==> config.mk <==
export PLATFORM = sky130hd
export DESIGN_NAME = jflt_ram
export DESIGN_NICKNAME = d
export VERILOG_FILES = /design/src/rtl/core/jflt_ram.sv
export SDC_FILE = /design/constraint.sdc
export NUM_CORES = 1
export LEC_CHECK = 0
export BUFFER_PORTS_ARGS = -buffer_cell sky130_fd_sc_hd__buf_2
export CAP_MARGIN = 20
export CORE_UTILIZATION = 60
export CTS_BUF_LIST = sky130_fd_sc_hd__clkbuf_16
export DETAILED_ROUTE_END_ITERATION = 8
export PLACE_DENSITY = 0.79
export SLEW_MARGIN = 25
export SYNTH_ARGS = -nofsm -noshare
export SYNTH_HDL_FRONTEND = slang
export SYNTH_SLANG_ARGS = --single-unit
export TNS_END_PERCENT = 50
==> constraint.sdc <==
create_clock -name clk -period 9.1 [get_ports clk]
set_input_delay 2.73 -clock clk [delete_from_list [all_inputs] [get_ports clk]]
set_output_delay 2.73 -clock clk [all_outputs]
set_load 0.02 [all_outputs]
==> src/rtl/core/jflt_ram.sv <==
// Generic single-write, single-read RAM with registered read data.
`default_nettype none
module jflt_ram #(
  parameter int WIDTH = 64,
  parameter int DEPTH = 8
) (
  input  wire logic                                        clk,
  input  wire logic                                        we,
  input  wire logic [((DEPTH > 1) ? $clog2(DEPTH) : 1)-1:0] waddr,
  input  wire logic [WIDTH-1:0]                            wdata,
  input  wire logic                                        re,
  input  wire logic [((DEPTH > 1) ? $clog2(DEPTH) : 1)-1:0] raddr,
  output logic      [WIDTH-1:0]                            rdata
);
  logic [WIDTH-1:0] mem [0:DEPTH-1];

  // Write and registered read
  always_ff @(posedge clk) begin
    if (we) begin
      mem[waddr] <= wdata;
    end
    if (re) begin
      rdata <= mem[raddr];
    end
  end
endmodule
`default_nettype wire

==> results of run 1 <==
==> worst paths after layout <==
path	start	slack (ns)	cells after the start	endpoint
hold reg to reg	mem[4][20]	0.75	2	rdata[20]
setup reg to reg	mem[5][63]	7.64	2	rdata[63]
setup / recovery	raddr[2]	4.56	4	rdata[36]
hold / removal	mem[4][20]	0.75	2	rdata[20]
==> worst reg2reg max path: cells and delay by family (launching register included) <==
kind | cells | cell delay (ns)
DFF | 1 | 0.42
muxes | 2 | 0.80
==> registers in the layout, indices dropped and copies added (netlist names) <==
signal and cells:
mem 512, rdata 64
==> routing by layer <==
layer	vias up	part of all wire, %	track usage [%]
li1	3847	-	-
met1	4852	41	31.08
met2	324	50	38.52
met3	62	6.6	4.556
met4	6	2.2	6.731
met5	-	0.083	0
==> placed cells by master, fill, tap and decap left out <==
| cell | Yosys | final |
|---|---|---|
| nand2_1 | 2 | 2 |
| buf_4 | 3 | 14 |
| clkinvlp_4 | 0 | 1 |
| diode_2 | 0 | 4 |
| nor2_4 | 0 | 6 |
| mux2_2 | 64 | 64 |
| clkbuf_16 | 0 | 53 |
| clkinv_2 | 0 | 8 |
| buf_2 | 3 | 132 |
| nor3_2 | 0 | 2 |
| nand2b_1 | 3 | 3 |
| edfxtp_1 | 576 | 576 |
| clkbuf_8 | 0 | 1 |
| mux4_2 | 128 | 128 |
| buf_6 | 11 | 5 |
| bufinv_16 | 0 | 6 |
| clkinv_1 | 0 | 15 |
| inv_1 | 0 | 10 |
==> area by class of cell <==
cell class | instances | share of cell area (%)
clock buffer | 53 | 5.508
antenna | 4 | 0.04157
tap | 455 | 2.365
sequential | 576 | 71.84
multi-input combinational | 205 | 15.44
timing repair buffer | 152 | 3.471
clock inverter | 40 | 1.336
==> logic make-up after synthesis <==
logic type    after synthesis
simple gates               13
flops                     576
buf+inv                    35
mux                       192
==> per-stage QoR <==
step                utilization, %  hold WS, ns  cells
floorplan                        -       0.7320    816
global route                 69.52       0.7749   1483
global placement             64.70       0.7343   1388
detailed placement           64.72       0.7466   1388
finish                       69.53       0.7512   1485
CTS                          69.48       0.7567   1481
==> power groups by stage <==
| stage | Combinational, W | Sequential, W | Clock (W) |
|---|---|---|---|
| 2_1_floorplan | 0.000157 | 0.00314 | 0 |
| 3_3_place_gp | 0.000290 | 0.00311 | 0 |
| 3_5_place_dp | 0.000298 | 0.00311 | 0 |
| 4_1_cts | 0.000302 | 0.00306 | 0.00214 |
| 5_1_grt | 0.000319 | 0.00307 | 0.00224 |
| 6_report | 0.000298 | 0.00306 | 0.00211 |
==> flow_metrics.env, run 1 <==
export IMPL_setup_violations_final=0
export IMPL_synth_simple_area_share_pct=0.2775
export IMPL_fillCellCount=1970
export IMPL_netlist_top_cells_count="edfxtp_1, mux4_2, mux2_2"
export IMPL_grt_pass1_vias=9551
export IMPL_rows=68
export IMPL_synth_xor_area_share_pct=0
export IMPL_grt_pass1_wl_um=59720
export IMPL_p_int_w=0.004378
export IMPL_ys_warn_count=0
export IMPL_insertion_delay_ns=0.56
export IMPL_cts_root_buf="clkbuf_16"
export IMPL_yosysMostFrequentCell="edfxtp_1"
export IMPL_ys_ff_latch=576
export IMPL_synth_compound_area_share_pct=0
export IMPL_min_path_type="flip-flop to flip-flop"
export IMPL_place_ws_ns=3.725
export IMPL_synth_top_family_by_area="multiplexers"
export IMPL_swShare_pct=19.95
export IMPL_drive_above_1_share_pct=40.94
export IMPL_initial_utilization_pct=61.19
export IMPL_ys_seq_area_share_pct=81.63
export IMPL_startpoint_type="input pin"
export IMPL_cts_buffer_depth=3
export IMPL_htreeDepth=2
export IMPL_port_buffer_count=136
export IMPL_first_pass_iters=5
export IMPL_place_area_um2=22410
export IMPL_synth_main_ff_cell="edfxtp_1"
export IMPL_place_gp_congestion=0.6931
export IMPL_drc=0
export IMPL_syn_num_nets=889
export IMPL_synthCells=816
export IMPL_crit_path_max_incr_delay_ns=0.80
export IMPL_cp_arrival_ns=4.83
export IMPL_via_count=9091
export IMPL_syn_to_final_growth_pct=13.64
export IMPL_p_leak_nw=7.845
export IMPL_grt_use_total_pct=23.00
export IMPL_critical_path_cell_chain="buf_6, buf_4, mux4_2, mux2_2"
export IMPL_synthMuxAreaShare_pct=17.01
export IMPL_yosysUniqueCellTypes=12
export IMPL_die_area_um2=36070
export IMPL_power_total_w=0.005469
export IMPL_cts_hold_buf=0
export IMPL_synth_edf_count=576
export IMPL_pwr_density_cell_nw_per_um2=227.1
export IMPL_cpLargestDelayFamily="buffers and inverters"
export IMPL_grt_overflow=0
export IMPL_finalWorstSetupSlack_ns=4.564
export IMPL_wirelength_um=39950
export IMPL_final_hold_viol_count=0
export IMPL_cp_required_ns=9.39
export IMPL_worst_pin_slew_ns=1.077
export IMPL_cts_resized=0
export IMPL_placeableCoreArea_um2=34630
export IMPL_period_share_pct=49.85
export IMPL_maxSlewViolCount=0
export IMPL_ioPinCount=137
export IMPL_fmax_ghz=0.2205
export IMPL_grt_max_degree=70
export IMPL_wl_per_cell_um=26.91
export IMPL_share_seq_of_total_power_pct=56.0
export IMPL_slowest_stage="buf_4"
export IMPL_worst_path_buf_inv=2
export IMPL_cts_tree="done"
export IMPL_slew_headroom_pct=28.18
export IMPL_p_switching_w=0.001091
export IMPL_cts_sinks=576
export IMPL_place_hpwl_um=19050
export IMPL_dieHeight_um=189.9
export IMPL_ys_async_sr_fraction_pct=0
export IMPL_first_iter_violations=851
export IMPL_viasPerCell=6.122
export IMPL_cts_buffers_inserted=52
export IMPL_fin_tns_setup_ns=0
export IMPL_seq_area_um2=17300
export IMPL_crit_path_end_kind="flip-flop"
export IMPL_skew_ns=0.01620
export IMPL_synth_area_leaders="edfxtp_1, mux4_2, mux2_2, buf_6, buf_1"
export IMPL_postRouteAntennaNets=0
export IMPL_multiInputGateArea_um2=3717
export IMPL_critical_path_class="input pin to flip-flop"
export IMPL_path_clk_slew_ns=0.06
export IMPL_avgSynthCellArea_um2=25.97
export IMPL_fin_nets=1060
export IMPL_die_w_um=189.9
export IMPL_cts_setup_buffers=0
export IMPL_period_minus_slack_ns=4.536
export IMPL_crit_fanout=69
export IMPL_synth_adder_area_share_pct=0
export IMPL_comb_power_share_pct=5.4
export IMPL_ir_drop_uv=144.5
export IMPL_max_cap_violations=0
export IMPL_final_area_um2=24080
export IMPL_status="complete, no violations"
export IMPL_rsz0062_at_grt="no"
export IMPL_pwr_share_clk_pct=38.6
export IMPL_synthDominantCellAreaShare_pct=81.63
export IMPL_antenna_found_initial=7
export IMPL_yosysTopAreaCell="edfxtp_1"
export IMPL_syn_cell_area_um2=21190
(Power assumes the default switching activity.)
==> run 2: changes to the inputs <==
--- a/config.mk
+++ b/config.mk
@@ -7,10 +7,10 @@
 export LEC_CHECK = 0
 export BUFFER_PORTS_ARGS = -buffer_cell sky130_fd_sc_hd__buf_2
 export CAP_MARGIN = 20
-export CORE_UTILIZATION = 60
+export CORE_UTILIZATION = 54
 export CTS_BUF_LIST = sky130_fd_sc_hd__clkbuf_16
 export DETAILED_ROUTE_END_ITERATION = 8
-export PLACE_DENSITY = 0.79
+export PLACE_DENSITY = 0.75
 export SLEW_MARGIN = 25
 export SYNTH_ARGS = -nofsm -noshare
 export SYNTH_HDL_FRONTEND = slang
==> constraint.sdc (replaced) <==
create_clock -name clk -period 3.93 [get_ports clk]
set_input_delay 1.179 -clock clk [delete_from_list [all_inputs] [get_ports clk]]
set_output_delay 1.179 -clock clk [all_outputs]
set_load 0.02 [all_outputs]
==> flow_metrics.env, run 2 (same netlist as run 1, synthesis figures left out) <==
export IMPL_status="complete, no violations"
export IMPL_cts_buffer_depth=3
export IMPL_rows=72
export IMPL_via_count=8966
export IMPL_p_leak_nw=7.957
export IMPL_layout_common_cells="edfxtp_1, buf_2, mux4_2"
export IMPL_crit_fanout=1
export IMPL_skew_ns=0.01440
export IMPL_fin_nets=1072
export IMPL_wirelength_um=38420
export IMPL_cts_setup_buffers=0
export IMPL_ir_drop_uv=399.7
export IMPL_slowest_stage="edfxtp_1"
export IMPL_setup_violations_final=0
export IMPL_min_path_type="flip-flop to flip-flop"
export IMPL_first_iter_violations=699
export IMPL_port_buffer_count=136
export IMPL_syn_to_final_growth_pct=15.38
export IMPL_place_hpwl_um=20490
export IMPL_grt_use_total_pct=20.01
export IMPL_worst_pin_slew_ns=0.7715
export IMPL_cts_sinks=576
export IMPL_cp_required_ns=2.75
export IMPL_grt_overflow=0
export IMPL_place_gp_congestion=0.7036
export IMPL_cts_tree="done"
export IMPL_drc=0
export IMPL_wl_per_cell_um=24.59
export IMPL_viasPerCell=5.740
export IMPL_final_hold_viol_count=0
export IMPL_placeableCoreArea_um2=38650
export IMPL_die_area_um2=40030
export IMPL_insertion_delay_ns=0.57
export IMPL_top_regs="mem: 512 flops, rdata: 64 flops"
export IMPL_grt_pass1_vias=9506
export IMPL_largest_register_ffs=512
export IMPL_pwr_density_cell_nw_per_um2=513.8
export IMPL_slew_headroom_pct=48.44
export IMPL_timing_hold_ws_ns=0.7492
export IMPL_cts_root_buf="clkbuf_16"
export IMPL_grt_pass1_wl_um=57390
export IMPL_drive_above_1_share_pct=41.63
export IMPL_cts_buffers_inserted=54
export IMPL_grt_max_degree=65
export IMPL_fmax_ghz=0.4215
export IMPL_power_total_w=0.01256
export IMPL_postRouteAntennaNets=0
export IMPL_path_clk_slew_ns=0.06
export IMPL_final_common_cell="edfxtp_1"
export IMPL_regMostFlops="mem"
export IMPL_critical_path_cell_chain="buf_2"
export IMPL_htreeDepth=2
export IMPL_period_share_pct=60.38
export IMPL_die_w_um=200.1
export IMPL_cts_hold_buf=0
export IMPL_critical_path_class="flip-flop to output port"
export IMPL_maxSlewViolCount=0
export IMPL_cts_resized=0
export IMPL_startpoint_type="flip-flop"
export IMPL_worst_path_buf_inv=1
export IMPL_max_cap_violations=0
export IMPL_cpLargestDelayFamily="flip-flops"
export IMPL_period_minus_slack_ns=2.373
export IMPL_ioPinCount=137
export IMPL_dieHeight_um=200.1
export IMPL_crit_path_end_kind="output port"
export IMPL_first_pass_iters=4
export IMPL_cp_arrival_ns=1.19
export IMPL_rsz0062_at_grt="no"
export IMPL_initial_utilization_pct=54.82
export IMPL_fin_tns_setup_ns=0
export IMPL_antenna_found_initial=8
export IMPL_crit_path_max_incr_delay_ns=0.44
-- run 2: cell count changes in the layout (fill, tap and decap cells not counted), moves of 2 or more --
cell	change
nor3_4	+2
bufinv_16	-4
nor3_2	-2
buf_6	-4
buf_4	-6
clkbuf_16	+2
inv_6	+2
clkinv_1	+2
buf_12	+20
clkinv_2	+3
-- run 2: worst paths after layout --
check / from / to / slack [ns] / depth (start not counted)
worst min-delay path: mem[4][14] / rdata[14] / 0.75 / 2
worst max register to register: mem[7][60] / rdata[60] / 2.54 / 2
worst max-delay path: rdata[16] / rdata[16] / 1.56 / 1
worst min register to register: mem[4][14] / rdata[14] / 0.75 / 2
-- run 2: layer usage --
| metal | global-route usage, % | up-vias | share of wire (%) |
|---|---|---|---|
| met1 | 27.16 | 4780 | 41 |
| li1 | - | 3888 | - |
| met3 | 4.015 | 60 | 5.5 |
| met5 | 0 | - | 0.15 |
| met4 | 5.485 | 10 | 1.8 |
| met2 | 33.49 | 228 | 51 |
-- run 2: worst register-to-register path, cell delays in order, from the launching register on --
cell,delay (ns)
edfxtp_1,0.38
mux4_2,0.49
mux2_2,0.27
-- run 2: stage by stage --
| step | cells | util, % | worst slack, ns | cell area, um2 |
|---|---|---|---|---|
| after floorplan | 816 | - | -0.6263 | 21200 |
| after global placement | 1461 | 59.05 | 0.9657 | 22820 |
| after detailed placement | 1461 | 59.05 | 0.9440 | 22820 |
| after CTS | 1558 | 63.23 | 1.531 | 24440 |
| after global routing | 1560 | 63.24 | 1.468 | 24440 |
| final | 1562 | 63.26 | 1.557 | 24450 |
-- run 2: where the power goes --
group | internal, W | switching [W]
Sequential | 0.00702 | 0.0000602
Combinational | 0.000317 | 0.000389
Clock | 0.00265 | 0.00212
Total | 0.00999 | 0.00257
-- run 2: cell type report --
class	instances	area, um2
multi-input cells	205	3730
flip-flops and latches	576	17300
clock buffers	55	1376
clock inverters	42	239.0
fillers	2504	14200
diodes	4	10.01
well taps	518	648.1
repair buffers	162	1147
==> run 3: changes to the inputs <==
--- a/config.mk
+++ b/config.mk
@@ -7,10 +7,10 @@
 export LEC_CHECK = 0
 export BUFFER_PORTS_ARGS = -buffer_cell sky130_fd_sc_hd__buf_2
 export CAP_MARGIN = 20
-export CORE_UTILIZATION = 54
+export CORE_UTILIZATION = 60
 export CTS_BUF_LIST = sky130_fd_sc_hd__clkbuf_16
 export DETAILED_ROUTE_END_ITERATION = 8
-export PLACE_DENSITY = 0.75
+export PLACE_DENSITY = 0.79
 export SLEW_MARGIN = 25
 export SYNTH_ARGS = -nofsm -noshare
 export SYNTH_HDL_FRONTEND = slang
==> constraint.sdc (replaced) <==
create_clock -name clk -period 2.48 [get_ports clk]
set_input_delay 0.744 -clock clk [delete_from_list [all_inputs] [get_ports clk]]
set_output_delay 0.744 -clock clk [all_outputs]
set_load 0.02 [all_outputs]
==> flow_metrics.env, run 3 (same netlist as run 1, synthesis figures left out) <==
export IMPL_status="complete, no violations"
export IMPL_max_cap_violations=0
export IMPL_min_path_type="input pin to flip-flop"
export IMPL_grt_overflow=0
export IMPL_cpLargestDelayFamily="flip-flops"
export IMPL_grt_max_degree=55
export IMPL_initial_utilization_pct=61.19
export IMPL_fin_nets=1081
export IMPL_period_share_pct=78.52
export IMPL_r2r_cells=2
export IMPL_worst_pin_slew_ns=0.4893
export IMPL_placeableCoreArea_um2=34630
export IMPL_wl_per_cell_um=26.79
export IMPL_ioPinCount=137
export IMPL_fin_tns_setup_ns=0
export IMPL_wirelength_um=40460
export IMPL_top_regs="mem: 512 flops, rdata: 64 flops"
export IMPL_grt_use_total_pct=23.22
export IMPL_antenna_found_initial=5
export IMPL_syn_to_final_growth_pct=16.17
export IMPL_rsz0062_at_grt="no"
export IMPL_cts_buffers_inserted=53
export IMPL_period_minus_slack_ns=1.947
export IMPL_cts_root_buf="clkbuf_16"
export IMPL_final_common_cell="edfxtp_1"
export IMPL_crit_path_max_incr_delay_ns=0.45
export IMPL_cts_hold_buf=0
export IMPL_slowest_stage="edfxtp_1"
export IMPL_crit_path_end_kind="output port"
export IMPL_ir_drop_uv=714.1
export IMPL_slew_headroom_pct=67.38
export IMPL_largest_register_ffs=512
export IMPL_cp_arrival_ns=1.20
export IMPL_first_iter_violations=882
export IMPL_critical_path_cell_chain="buf_2"
export IMPL_die_area_um2=36070
export IMPL_place_gp_congestion=0.6972
export IMPL_cts_buffer_depth=3
export IMPL_cp_required_ns=1.74
export IMPL_first_pass_iters=6
export IMPL_viasPerCell=6.132
export IMPL_fin_util_pct=71.08
export IMPL_htreeDepth=2
export IMPL_grt_pass1_vias=9889
export IMPL_reg2reg_to="rdata[33]"
export IMPL_crit_fanout=1
export IMPL_p_leak_nw=8.075
export IMPL_path_clk_slew_ns=0.07
export IMPL_die_w_um=189.9
export IMPL_final_hold_viol_count=0
export IMPL_reg2reg_slack_ns=1.02
export IMPL_maxSlewViolCount=0
export IMPL_crit_cells=1
export IMPL_rows=68
export IMPL_place_hpwl_um=21280
export IMPL_worst_path_buf_inv=1
export IMPL_insertion_delay_ns=0.56
export IMPL_regMostFlops="mem"
export IMPL_port_buffer_count=136
export IMPL_layout_common_cells="edfxtp_1, buf_2, mux4_2"
export IMPL_drc=0
export IMPL_drive_above_1_share_pct=42.86
export IMPL_startpoint_type="flip-flop"
export IMPL_cts_tree="done"
export IMPL_grt_pass1_wl_um=60490
export IMPL_final_cells=1510
export IMPL_skew_ns=0.009479
export IMPL_postRouteAntennaNets=0
export IMPL_r2r_start="mem[5][33]"
export IMPL_setup_violations_final=0
export IMPL_cts_sinks=576
export IMPL_via_count=9259
export IMPL_fmax_ghz=0.5135
export IMPL_critPathLaunch="rdata[1]"
export IMPL_critical_path_class="flip-flop to output port"
export IMPL_dp_cells=1408
export IMPL_pwr_density_cell_nw_per_um2=828.3
export IMPL_cts_resized=0
export IMPL_cts_setup_buffers=0
export IMPL_crit_end="rdata[1]"
export IMPL_dieHeight_um=189.9
-- run 3: changes by cell type in the layout (fill, tap and decap cells not counted), moves of 2 or more --
cell and delta:
bufinv_16 +4, buf_4 +7, clkinv_1 -3, buf_12 +3, inv_1 -2
-- run 3: area by class of cell --
class / instances / area (um2)
antenna: 5 / 12.51
clock buffer: 55 / 1376
clock inverter: 42 / 346.6
fill: 1877 / 10010
multi-input combinational: 205 / 3754
sequential: 576 / 17300
tap: 455 / 569.3
timing repair buffer: 172 / 1259
-- run 3: per-stage QoR --
step                cell area (um2)  total power [W]  worst slack (ns)  hold WS [ns]
global placement              22880          0.01255           0.09982        0.7373
floorplan                     21250          0.01209           -0.5388        0.7320
global route                  24610          0.02094            0.4462        0.4285
finish                        24610          0.02039            0.5327        0.4473
detailed placement            22880          0.01259           0.07582        0.7463
CTS                           24600          0.02054            0.5040        0.4203
-- run 3: power breakdown --
group | leakage, nW | internal [W] | total, W | switching, W
Combinational | 1.92 | 0.000523 | 0.00117 | 0.000642
Sequential | 5.28 | 0.0111 | 0.0112 | 0.000107
Clock | 0.879 | 0.00463 | 0.00799 | 0.00336
-- run 3: worst min-delay path by stage --
| stage | from | endpoint | slack (ns) | depth (start not counted) |
|---|---|---|---|---|
| final | wdata[35] | mem[1][35] | 0.45 | 1 |
| after global routing | wdata[35] | mem[0][35] | 0.43 | 1 |
| after global placement | mem[7][41] | rdata[41] | 0.74 | 2 |
| after floorplan | mem[6][0] | rdata[0] | 0.73 | 2 |
| after detailed placement | mem[4][54] | rdata[54] | 0.75 | 2 |
| after CTS | wdata[57] | mem[7][57] | 0.42 | 1 |
-- run 3: routing by layer --
metal	vias up	global-route usage [%]	wire length [um]
met5	-	0	40
met4	6	7.134	923
met3	81	5.497	3081
met2	384	37.52	20540
met1	4883	31.88	15870
li1	3905	-	-
